`config.mk`:
```
export PLATFORM = sky130hd
export DESIGN_NAME = nearest_centroid_query_unit
export DESIGN_NICKNAME = d
export VERILOG_FILES = /design/src/ncq_pkg.sv /design/src/nearest_centroid_query_unit.sv
export SDC_FILE = /design/constraint.sdc
export NUM_CORES = 2
export LEC_CHECK = 0
export ABC_AREA = 1
export BUFFER_PORTS_ARGS = -buffer_cell sky130_fd_sc_hd__buf_2
export CORE_MARGIN = 3
export CORE_UTILIZATION = 65
export CTS_CLUSTER_DIAMETER = 60
export DETAILED_ROUTE_END_ITERATION = 8
export HOLD_SLACK_MARGIN = 0.08
export PLACE_DENSITY_LB_ADDON = 0.05
export REMOVE_ABC_BUFFERS = 1
export SYNTH_ARGS = -nofsm -noshare
export SYNTH_HDL_FRONTEND = slang
export SYNTH_SLANG_ARGS = --single-unit
```
`constraint.sdc`:
```
create_clock -name clock -period 14.4 [get_ports clock]
set_clock_uncertainty 0.2 [all_clocks]
set_input_delay 0.72 -clock clock [delete_from_list [all_inputs] [get_ports clock]]
set_output_delay 0.72 -clock clock [all_outputs]
set_load 0.1 [all_outputs]
```
`src/ncq_pkg.sv`:
```
`timescale 1ns / 1ps
// ----------------------------------------------------------------------------
// ncq_pkg: shared types and constants for the nearest centroid query unit
// Item formats, command codes and the distance limits of the search.
// ----------------------------------------------------------------------------
package ncq_pkg;

   localparam int NUM_ZONES_DEFAULT  = 8;
   localparam int COORD_BITS_DEFAULT = 12;

   localparam int ZONE_FIELD_BITS  = 3;
   localparam int SUM_BITS         = 32;
   localparam int COUNT_BITS       = 20;
   localparam int QUERY_BITS       = 12;

   // centroids are clamped to this width; any clamped value is out of range
   localparam int CENT_BITS        = 18;
   localparam int DIFF_BITS        = 17;
   localparam int SQ_BITS          = 2 * DIFF_BITS;
   localparam int DIST_BITS        = SQ_BITS + 1;

   localparam logic [CENT_BITS-1:0] DIST_LIMIT    = CENT_BITS'(100000);
   localparam logic [DIST_BITS-1:0] DIST_LIMIT_SQ = DIST_BITS'(64'd10000000000);
   localparam logic [CENT_BITS-1:0] CENT_MAX      = '1;

   localparam logic CMD_WRITE = 1'b0;
   localparam logic CMD_QUERY = 1'b1;

   typedef struct packed {
      logic                       cmd;
      logic [ZONE_FIELD_BITS-1:0] zone_index;
      logic [SUM_BITS-1:0]        sum_x_in;
      logic [SUM_BITS-1:0]        sum_y_in;
      logic [COUNT_BITS-1:0]      pixel_count_in;
      logic [QUERY_BITS-1:0]      query_x;
      logic [QUERY_BITS-1:0]      query_y;
   } req_type;

   typedef struct packed {
      logic                       found;
      logic [ZONE_FIELD_BITS-1:0] nearest_zone;
   } rsp_type;

   typedef struct packed {
      logic [CENT_BITS-1:0] cx;
      logic [CENT_BITS-1:0] cy;
   } cent_type;

endpackage

```
`src/nearest_centroid_query_unit.sv`:
```
`timescale 1ns / 1ps
// ----------------------------------------------------------------------------
// nearest_centroid_query_unit: zone table with nearest centroid search
// Write items store a zone centroid; query items return the nearest zone.
// ----------------------------------------------------------------------------
// Usage:
//   Drive an item on req_item and raise start; it is taken at the edge where
//   start is high and busy is low. Every item gives exactly one result item,
//   shown on rsp_item for one cycle with rsp_valid high. There is no stall on
//   the result side: the receiver must take it in that cycle.
//   Write with a zero pixel count, or to an index beyond the table: result in
//   the cycle after accept, busy never rises.
//   Write with a nonzero count: a radix-2 divider turns x-sum and y-sum into
//   the centroid, one quotient bit a cycle, then the store state writes it
//   to the centroid memory and gives the result.
//   Query: the centroid memory is read one zone a cycle through a four-stage
//   read / difference / square / compare pipeline; the result is registered
//   once the last zone has been compared.
//   busy is low in the cycle the result shows, so the next item may be taken
//   there. Reset (synchronous, active high) marks all zones empty through
//   per-zone flags; the centroid memory itself needs no clearing.
// ----------------------------------------------------------------------------
module nearest_centroid_query_unit #(
   parameter int NUM_ZONES  = ncq_pkg::NUM_ZONES_DEFAULT,
   parameter int COORD_BITS = ncq_pkg::COORD_BITS_DEFAULT
) (
   input  logic             clock,
   input  logic             reset,
   input  logic             start,
   output logic             busy,
   input  ncq_pkg::req_type req_item,
   output logic             rsp_valid,
   output ncq_pkg::rsp_type rsp_item
);
   import ncq_pkg::*;

   localparam int ZI_BITS  = (NUM_ZONES > 1) ? $clog2(NUM_ZONES) : 1;
   localparam int DIV_STEPS = SUM_BITS;
   localparam int STEP_BITS = $clog2(DIV_STEPS);
   localparam logic [ZI_BITS-1:0]   LAST_ZONE = ZI_BITS'(NUM_ZONES - 1);
   localparam logic [STEP_BITS-1:0] LAST_STEP = STEP_BITS'(DIV_STEPS - 1);
   localparam logic [QUERY_BITS-1:0] QUERY_MASK =
      (COORD_BITS >= QUERY_BITS) ? {QUERY_BITS{1'b1}}
                                 : QUERY_BITS'((1 << COORD_BITS) - 1);

   typedef enum logic [1:0] {
      ST_IDLE,
      ST_DIV,
      ST_STORE,
      ST_QUERY
   } state_type;

   // tag that travels with each zone down the query pipeline
   typedef struct packed {
      logic               valid;
      logic               live;
      logic               last;
      logic [ZI_BITS-1:0] idx;
   } tag_type;

   state_type state_ff;

   logic                 accept;
   logic                 idx_in_range;
   logic [NUM_ZONES-1:0] nonempty_ff;

   // divider
   logic [SUM_BITS-1:0]   dvd_x_ff, dvd_y_ff, dvd_x_in, dvd_y_in;
   logic [COUNT_BITS-1:0] rem_x_ff, rem_y_ff, rem_x_in, rem_y_in;
   logic [COUNT_BITS-1:0] cnt_ff;
   logic [STEP_BITS-1:0]  step_ff;
   logic [ZI_BITS-1:0]    widx_ff;
   logic [COUNT_BITS:0]   rsh_x, rsh_y;
   logic                  ge_x, ge_y;
   cent_type              wr_cent;

   // query
   cent_type              cent_mem [NUM_ZONES];
   cent_type              rd_data_ff;
   logic [QUERY_BITS-1:0] qx_ff, qy_ff;
   logic [ZI_BITS-1:0]    rd_idx_ff;
   logic                  issue_ff;
   tag_type               t1_ff, t2_ff, t3_ff;
   logic [CENT_BITS-1:0]  diff_x, diff_y;
   logic                  in_range;
   logic [DIFF_BITS-1:0]  dx_ff, dy_ff;
   logic [SQ_BITS-1:0]    sq_x_ff, sq_y_ff;
   logic [DIST_BITS-1:0]  d2;
   logic [DIST_BITS-1:0]  best_ff;
   logic [ZI_BITS-1:0]    best_idx_ff;
   logic                  found_ff;
   logic                  hit;
   logic                  found_in;
   logic [ZI_BITS-1:0]    best_idx_in;

   rsp_type rsp_ff;
   logic    rsp_valid_ff;

   assign accept       = start && (state_ff == ST_IDLE);
   assign idx_in_range = 32'(req_item.zone_index) < NUM_ZONES;
   assign busy         = (state_ff != ST_IDLE);
   assign rsp_valid    = rsp_valid_ff;
   assign rsp_item     = rsp_ff;

   // ---- restoring divider step, x and y side by side ----
   always_comb begin
      rsh_x    = {rem_x_ff, dvd_x_ff[SUM_BITS-1]};
      rsh_y    = {rem_y_ff, dvd_y_ff[SUM_BITS-1]};
      ge_x     = rsh_x >= {1'b0, cnt_ff};
      ge_y     = rsh_y >= {1'b0, cnt_ff};
      rem_x_in = ge_x ? COUNT_BITS'(rsh_x - {1'b0, cnt_ff}) : COUNT_BITS'(rsh_x);
      rem_y_in = ge_y ? COUNT_BITS'(rsh_y - {1'b0, cnt_ff}) : COUNT_BITS'(rsh_y);
      dvd_x_in = {dvd_x_ff[SUM_BITS-2:0], ge_x};
      dvd_y_in = {dvd_y_ff[SUM_BITS-2:0], ge_y};
   end

   // clamp the quotient: anything past CENT_MAX is out of range of any query
   always_comb begin
      wr_cent.cx = (dvd_x_ff > SUM_BITS'(CENT_MAX)) ? CENT_MAX : CENT_BITS'(dvd_x_ff);
      wr_cent.cy = (dvd_y_ff > SUM_BITS'(CENT_MAX)) ? CENT_MAX : CENT_BITS'(dvd_y_ff);
   end

   // ---- query pipeline: absolute difference ----
   always_comb begin
      diff_x   = (CENT_BITS'(qx_ff) >= rd_data_ff.cx) ? CENT_BITS'(qx_ff) - rd_data_ff.cx
                                                      : rd_data_ff.cx - CENT_BITS'(qx_ff);
      diff_y   = (CENT_BITS'(qy_ff) >= rd_data_ff.cy) ? CENT_BITS'(qy_ff) - rd_data_ff.cy
                                                      : rd_data_ff.cy - CENT_BITS'(qy_ff);
      in_range = (diff_x < DIST_LIMIT) && (diff_y < DIST_LIMIT);
   end

   // ---- query pipeline: sum of squares and running minimum ----
   always_comb begin
      d2          = DIST_BITS'(sq_x_ff) + DIST_BITS'(sq_y_ff);
      hit         = t3_ff.valid && t3_ff.live && (d2 < best_ff);
      found_in    = found_ff || hit;
      best_idx_in = hit ? t3_ff.idx : best_idx_ff;
   end

   // ---- centroid memory: one write port, one registered read port ----
   always_ff @(posedge clock) begin
      if (state_ff == ST_STORE) begin
         cent_mem[widx_ff] <= wr_cent;
      end
      rd_data_ff <= cent_mem[rd_idx_ff];
   end

   // ---- datapath registers ----
   always_ff @(posedge clock) begin
      if (accept) begin
         dvd_x_ff <= req_item.sum_x_in;
         dvd_y_ff <= req_item.sum_y_in;
         rem_x_ff <= '0;
         rem_y_ff <= '0;
         cnt_ff   <= req_item.pixel_count_in;
         step_ff  <= '0;
         widx_ff  <= ZI_BITS'(req_item.zone_index);
         qx_ff    <= req_item.query_x & QUERY_MASK;
         qy_ff    <= req_item.query_y & QUERY_MASK;
      end else if (state_ff == ST_DIV) begin
         dvd_x_ff <= dvd_x_in;
         dvd_y_ff <= dvd_y_in;
         rem_x_ff <= rem_x_in;
         rem_y_ff <= rem_y_in;
         step_ff  <= step_ff + 1'b1;
      end
      dx_ff   <= DIFF_BITS'(diff_x);
      dy_ff   <= DIFF_BITS'(diff_y);
      sq_x_ff <= dx_ff * dx_ff;
      sq_y_ff <= dy_ff * dy_ff;
      if (hit) begin
         best_ff <= d2;
      end else if (accept) begin
         best_ff <= DIST_LIMIT_SQ;
      end
      best_idx_ff <= accept ? '0 : best_idx_in;
   end

   // ---- control: state, zone flags, pipeline tags, result ----
   always_ff @(posedge clock) begin
      if (reset) begin
         state_ff     <= ST_IDLE;
         nonempty_ff  <= '0;
         issue_ff     <= 1'b0;
         rd_idx_ff    <= '0;
         t1_ff        <= '0;
         t2_ff        <= '0;
         t3_ff        <= '0;
         found_ff     <= 1'b0;
         rsp_valid_ff <= 1'b0;
         rsp_ff       <= '0;
      end else begin
         rsp_valid_ff <= 1'b0;

         // advance the query pipeline tags every cycle
         t1_ff.valid <= issue_ff;
         t1_ff.live  <= nonempty_ff[rd_idx_ff];
         t1_ff.last  <= issue_ff && (rd_idx_ff == LAST_ZONE);
         t1_ff.idx   <= rd_idx_ff;
         t2_ff       <= '{valid: t1_ff.valid,
                          live:  t1_ff.live && in_range,
                          last:  t1_ff.last,
                          idx:   t1_ff.idx};
         t3_ff       <= t2_ff;

         unique case (state_ff)
            ST_IDLE: begin
               if (accept) begin
                  if (req_item.cmd == CMD_QUERY) begin
                     rd_idx_ff <= '0;
                     issue_ff  <= 1'b1;
                     found_ff  <= 1'b0;
                     state_ff  <= ST_QUERY;
                  end else if (idx_in_range && (req_item.pixel_count_in != '0)) begin
                     state_ff <= ST_DIV;
                  end else begin
                     // empty or out-of-table write: answer at once
                     if (idx_in_range) begin
                        nonempty_ff[ZI_BITS'(req_item.zone_index)] <= 1'b0;
                     end
                     rsp_valid_ff <= 1'b1;
                     rsp_ff       <= '0;
                  end
               end
            end
            ST_DIV: begin
               if (step_ff == LAST_STEP) begin
                  state_ff <= ST_STORE;
               end
            end
            ST_STORE: begin
               nonempty_ff[widx_ff] <= 1'b1;
               rsp_valid_ff         <= 1'b1;
               rsp_ff               <= '0;
               state_ff             <= ST_IDLE;
            end
            ST_QUERY: begin
               if (issue_ff) begin
                  if (rd_idx_ff == LAST_ZONE) begin
                     issue_ff <= 1'b0;
                  end else begin
                     rd_idx_ff <= rd_idx_ff + 1'b1;
                  end
               end
               found_ff <= found_in;
               if (t3_ff.valid && t3_ff.last) begin
                  rsp_valid_ff          <= 1'b1;
                  rsp_ff.found          <= found_in;
                  rsp_ff.nearest_zone   <= found_in ? ZONE_FIELD_BITS'(best_idx_in) : '0;
                  state_ff              <= ST_IDLE;
               end
            end
            default: begin
               state_ff <= ST_IDLE;
            end
         endcase
      end
   end

endmodule

```
# Word level (Yosys, flattened, before mapping)
# Memories as Yosys holds them, arrays and structs flattened. A register that Yosys moved wholly into a read port is not among the register bits.
# Cells that the tools add are included.
[word_totals]
ramBits = 288
input_bits = 115
n_memories = 1
ff_bits = 334
[op_classes]
n_reduce_logical = 23
n_bitwise = 3
muxes = 55
multipliers = 2
eq_ne = 14
addsub = 9
magnitude_cmp = 14
[mem_list]
columns = ["name", "depth", "word_bits", "read_ports", "rd_ports_with_merged_regs", "write_ports", "line", "rtl"]
rows = [
  ["cent_mem", 8, 36, 1, 1, 1, "nearest_centroid_query_unit.sv:78", "cent_type cent_mem [NUM_ZONES];"],
]
[op_table]
columns = ["cell", "n"]
rows = [
  ["2-to-1 mux 32 bit", 4],
  ["2-to-1 mux 18 bit", 4],
  ["2-to-1 mux 35 bit", 2],
  ["multiplier 17 x 17 -> 34 bit", 2],
  ["> comparator 32 x 18 -> 1 bit (second input constant)", 2],
  [">= comparator 21 x 20 -> 1 bit", 2],
  ["2-to-1 mux 20 bit", 2],
  ["subtractor 20 bit", 2],
  [">= comparator 12 x 18 -> 1 bit", 2],
  ["less-than comparator 18 x 17 -> 1 bit (second input constant)", 2],
  ["subtractor 12 x 18 -> 18 bit", 2],
  ["subtractor 18 x 12 -> 18 bit", 2],
  ["adder 34 x 34 -> 35 bit", 1],
  ["less-than comparator 35 bit", 1],
  ["2-to-1 mux 8 bit", 3],
  ["nonzero test 20 bit", 1],
  ["2-to-1 mux 3 bit", 6],
  ["2-to-1 mux 4 bit", 4],
  ["one-hot mux 8 bit (2 select lines)", 1],
  ["2-to-1 mux 1 bit", 15],
  ["!= test 2 bit (second input constant)", 7],
  ["less-than comparator 3 x 4 -> 1 bit (second input constant)", 3],
  ["one-hot mux 4 bit (3 select lines)", 1],
  ["2-to-1 mux 2 bit", 5],
  ["other kinds (26)", 44],
]

# Logic depth before layout (Yosys ltp)
[depth]
ltp_word = 10
depth_mapped = 28
depth_no_buf = 28

# Least setup slack after synthesis
# No wires, ideal clock.
[synth_timing]
kind = "reg-to-reg"
start = "reg dy_ff[5]"
end = "reg sq_y_ff[29]"
period_less_slack_ns = 6.078
path_stages_with_launch = 24
arrival_time_ns = 5.754
setup_ns = 0.123
n_path_buf = 2
path_slack_ns = 8.322
t_required_ns = 14.077
cell_sequence = "dfxtp_1 > clkbuf_1 > clkbuf_1 > nand2_1 > fa_1 > inv_1 > fa_1 > inv_1 > fa_1 > inv_1 > fa_1 > fa_1 > inv_1 > fa_1 > inv_1 > ha_1 > nand2_1 > nor2_1 > nand2_1 > o21ai_0 > a21oi_1 > o21bai_1 > a21oi_1 > xor2_1"
[synth_via]
elab_chain_cells = 1
[synth_rtl]
columns = ["element", "line", "rtl"]
rows = [
  ["from (decl)", "nearest_centroid_query_unit.sv:86", "logic [DIFF_BITS-1:0] dx_ff, dy_ff;"],
  ["from (signal assigned)", "nearest_centroid_query_unit.sv:168", "dy_ff <= DIFF_BITS'(diff_y);"],
  ["multiplier 17 x 17 -> 34 bit", "nearest_centroid_query_unit.sv:170", "sq_y_ff <= dy_ff * dy_ff;"],
  ["to (signal assigned)", "nearest_centroid_query_unit.sv:170", ""],
  ["to (decl)", "nearest_centroid_query_unit.sv:87", "logic [SQ_BITS-1:0] sq_x_ff, sq_y_ff;"],
]
# Every way passes these cells.
# A chain may end at the register's enable or synchronous reset.

# Final worst setup path
# Same ends and word-level chain as after synthesis.

==> impl_metrics.tcl <==
set metrics [dict create \
    worst_r2r_path_depth 21 \
    drcViolationCount 0 \
    yosys.area.top_type_share_pct 27.1 \
    ys.warnings.count 0 \
    post_synth_instance_area_um2 48000 \
    fin_nets 6449 \
    floorplan.initialDensity_pct 65.7 \
    outcome "finished clean" \
    cp_cell_sequence "nand2_1 -> fa_1 -> inv_1 -> fa_1 -> inv_1 -> fa_1 -> inv_1 -> fa_1 -> fa_1 -> inv_1 -> fa_1 -> inv_1 -> ha_1 -> nand2_1 -> nor2_1 -> nand2_1 -> o21ai_0 -> a21oi_1 -> o21bai_1 -> a21oi_1 -> xor2_1" \
    row_count 99 \
    setup_total_negative_slack_ns 0 \
    holdCritPathClass "in -> reg" \
    hold_violations 0 \
    postLayoutCellArea_um2 52200 \
    min_period_over_period_pct 45.9 \
    critPathMaxFanout 18 \
    synth_area_leaders "edfxtp_1 (27%), fa_1 (16%), ha_1 (9.8%)" \
    die_height_um 278 \
    fill_cells 5650 \
    syn-mean-instance-area_um2 8.74 \
    n_antenna_cell 0 \
    synthArstFlopShare_pct 0 \
    grt_setup_unrepaired "false" \
    setup.worst_path.end "sq_y_ff[29]" \
    max_slew_margin_pct 21.3 \
    detail_route.wirelength_um 109000 \
    clockBufferDepth 3 \
    fin_worst_hold_slack_ns 0.110 \
    worst-r2r-setup-slack_ns 7.79 \
    maxSlewViolCount 0 \
    path_buf_inv 5 \
    crit_top_cell "fa_1" \
    layout_min_cycle_time_ns 6.61 \
    netlist.top_cell.by_area "edfxtp_1" \
    cts_resized 0 \
    synth.most_common_cell "inv_1" \
    cp.required_ns 14.70 \
    die_width_um 278 \
    cts-htree-levels 3 \
    pin_count_of_the_biggest_net_entering_global_routing 93 \
    hpwlAfterDp_um 79700 \
    worst_setup_path_startpoint "dy_ff[5]" \
    clkLatencyLatePin_ns 0.62 \
    io_buffers 120 \
    number_of_antenna_violations_at_the_first_check_in_global_routing 0 \
    crit_family "adder cells" \
    synth-main-ff-cell "edfxtp_1" \
    crit_slowest_cell "dfxtp_1" \
    clock-sinks 656 \
    via_count_of_the_first_global_routing_pass 36000 \
    synth.yosys.seq_area_share_pct 36.4 \
    design.die.area_um2 77200 \
    critical_path_depth 21 \
    worst-endpoint-arrival_ns 6.90 \
    cts_setup_buffers 0 \
    initialDrtViolationCount 2580 \
    placedCellCount 6424 \
    slowest_delay_ns 0.83 \
    clkSlewWorstSetupHoldPaths_ns 0.06 \
    synthDistinctLibCells 58 \
    via_count 35700 \
    core-area_um2 73100 \
    instances_no_fill 6589 \
    io_pins 121 \
    synth-seq-cells 656 \
    cts_tree "done" \
    setup_viol 0 \
    start_kind "flip-flop" \
    grt_overall_usage_pct 28.9 \
    drv.max_cap_violation_count 0 \
    worst-slew-pin-transition_ns 1.18 \
    placed_area_um2 49400 \
    netlist_top_cells_count "inv_1 (1093), nand2_1 (1074), nor2_1 (514), edfxtp_1 (434), fa_1 (390)" \
    area.growth.synth_to_final_pct 8.74 \
    cell_chosen_for_the_clock_root "clkbuf_16" \
    critPathCaptureType "flip-flop" \
    finalWeightedCongestion 0.953 \
    syn_inst 5495 \
    avgViaCountPerCell 5.42 \
    grt_overflow 0 \
    timing.fmax_ghz 0.151 \
    path_class "reg -> reg" \
    grt_first_pass_wirelength_um 180000 \
    synth-edff-count 434 \
    drive_gt1_share_pct 6.18 \
    ant_nets_after_route 0 \
    firstDrtPassIters 7 \
    routed_wire_length_per_instance_um 16.6 \
    cts_made_buffers 73 \
    worstReg2RegStart "dy_ff[5]" \
    critical_path.reg2reg.endpoint "sq_y_ff[29]" \
]
final cells by class:
cell class                 instances  area, um2  area share [%]
multi-input combinational       3553      25800            49.3
tap                              959       1200            2.30
clock inverter                    38        514           0.985
inverter                        1108       4160            7.97
clock buffer                      98       2020            3.86
sequential                       656      17500            33.5
timing repair buffer             177       1100            2.11
per-layer routing:
| layer | up-vias | track usage [%] | wire length, um |
|---|---|---|---|
| met3 | 222 | 3.96 | 6670 |
| met4 | 0 | 8.56 | 3070 |
| li1 | 17500 | - | - |
| met5 | - | 0 | 0 |
| met1 | 16900 | 38.9 | 46400 |
| met2 | 1100 | 49.2 | 53100 |
worst min-delay path by stage:
stage	startpoint	endpoint	slack [ns]	depth (start not counted)
after detailed placement	t1_ff[0]	t2_ff[0]	0.20	2
final	req_item[40]	cnt_ff[16]	0.11	1
after floorplan	t1_ff[0]	t2_ff[0]	0.19	2
after global routing	req_item[42]	cnt_ff[18]	0.09	1
after global placement	t2_ff[5]	t3_ff[5]	0.19	2
after CTS	req_item[37]	cnt_ff[13]	0.08	1
cells by family (layout without fill, tap and decap cells):
logic type	count (synthesis)	in the layout	share of synthesized area, %
compound gates	762	762	8.69
mux	8	8	0.172
buf+inv	1286	1421	10.1
xor+xnor	156	156	2.84
simple gates	1862	1862	15.8
fa+ha+maj	765	765	26.0
flops	656	656	36.4
timing repair:
action                                 in CTS  in global routing
endpoints found under the hold margin      29                  0
hold buffers                               29                  0
setup endpoints to repair                   0                  0
per-stage QoR:
step | worst slack, ns | utilization (%)
finish | 7.79 | 71.5
CTS | 7.81 | 71.5
floorplan | 3.71 | -
detailed placement | 7.88 | 67.6
global route | 7.37 | 71.5
global placement | 7.95 | 67.6
placed cells by master (no fill, tap or decap), drive strengths merged, types with 19 or more instances in the layout:
master,synthesis,final
a21oi,249,249
a31oi,50,50
buf,24,148
clkbuf,154,98
clkinv,0,19
dfxtp,222,222
dlygate4sd3,0,29
edfxtp,434,434
fa,390,390
ha,375,375
inv,1108,1117
nand2,1093,1093
nand3,122,122
nand4,42,42
nor2,525,525
nor3,29,29
nor4,23,23
o21ai,340,340
o22ai,38,38
xnor2,55,55
xor2,101,101
sequential cells by signal (all words and copies together) (netlist names), 4 cells and up:
register / flops
best_ff: 35
cent_mem: 288
cnt_ff: 20
dvd_x_ff: 32
dvd_y_ff: 32
dx_ff: 17
dy_ff: 17
nonempty_ff: 8
qx_ff: 12
qy_ff: 12
rd_data_ff: 36
rem_x_ff: 20
rem_y_ff: 20
rsp_item: 4
sq_x_ff: 33
sq_y_ff: 33
step_ff: 5
t1_ff: 6
t2_ff: 6
t3_ff: 6
Power is not shown: default switching activity piles up to over one toggle a cycle in this logic, so the estimate is an artifact.
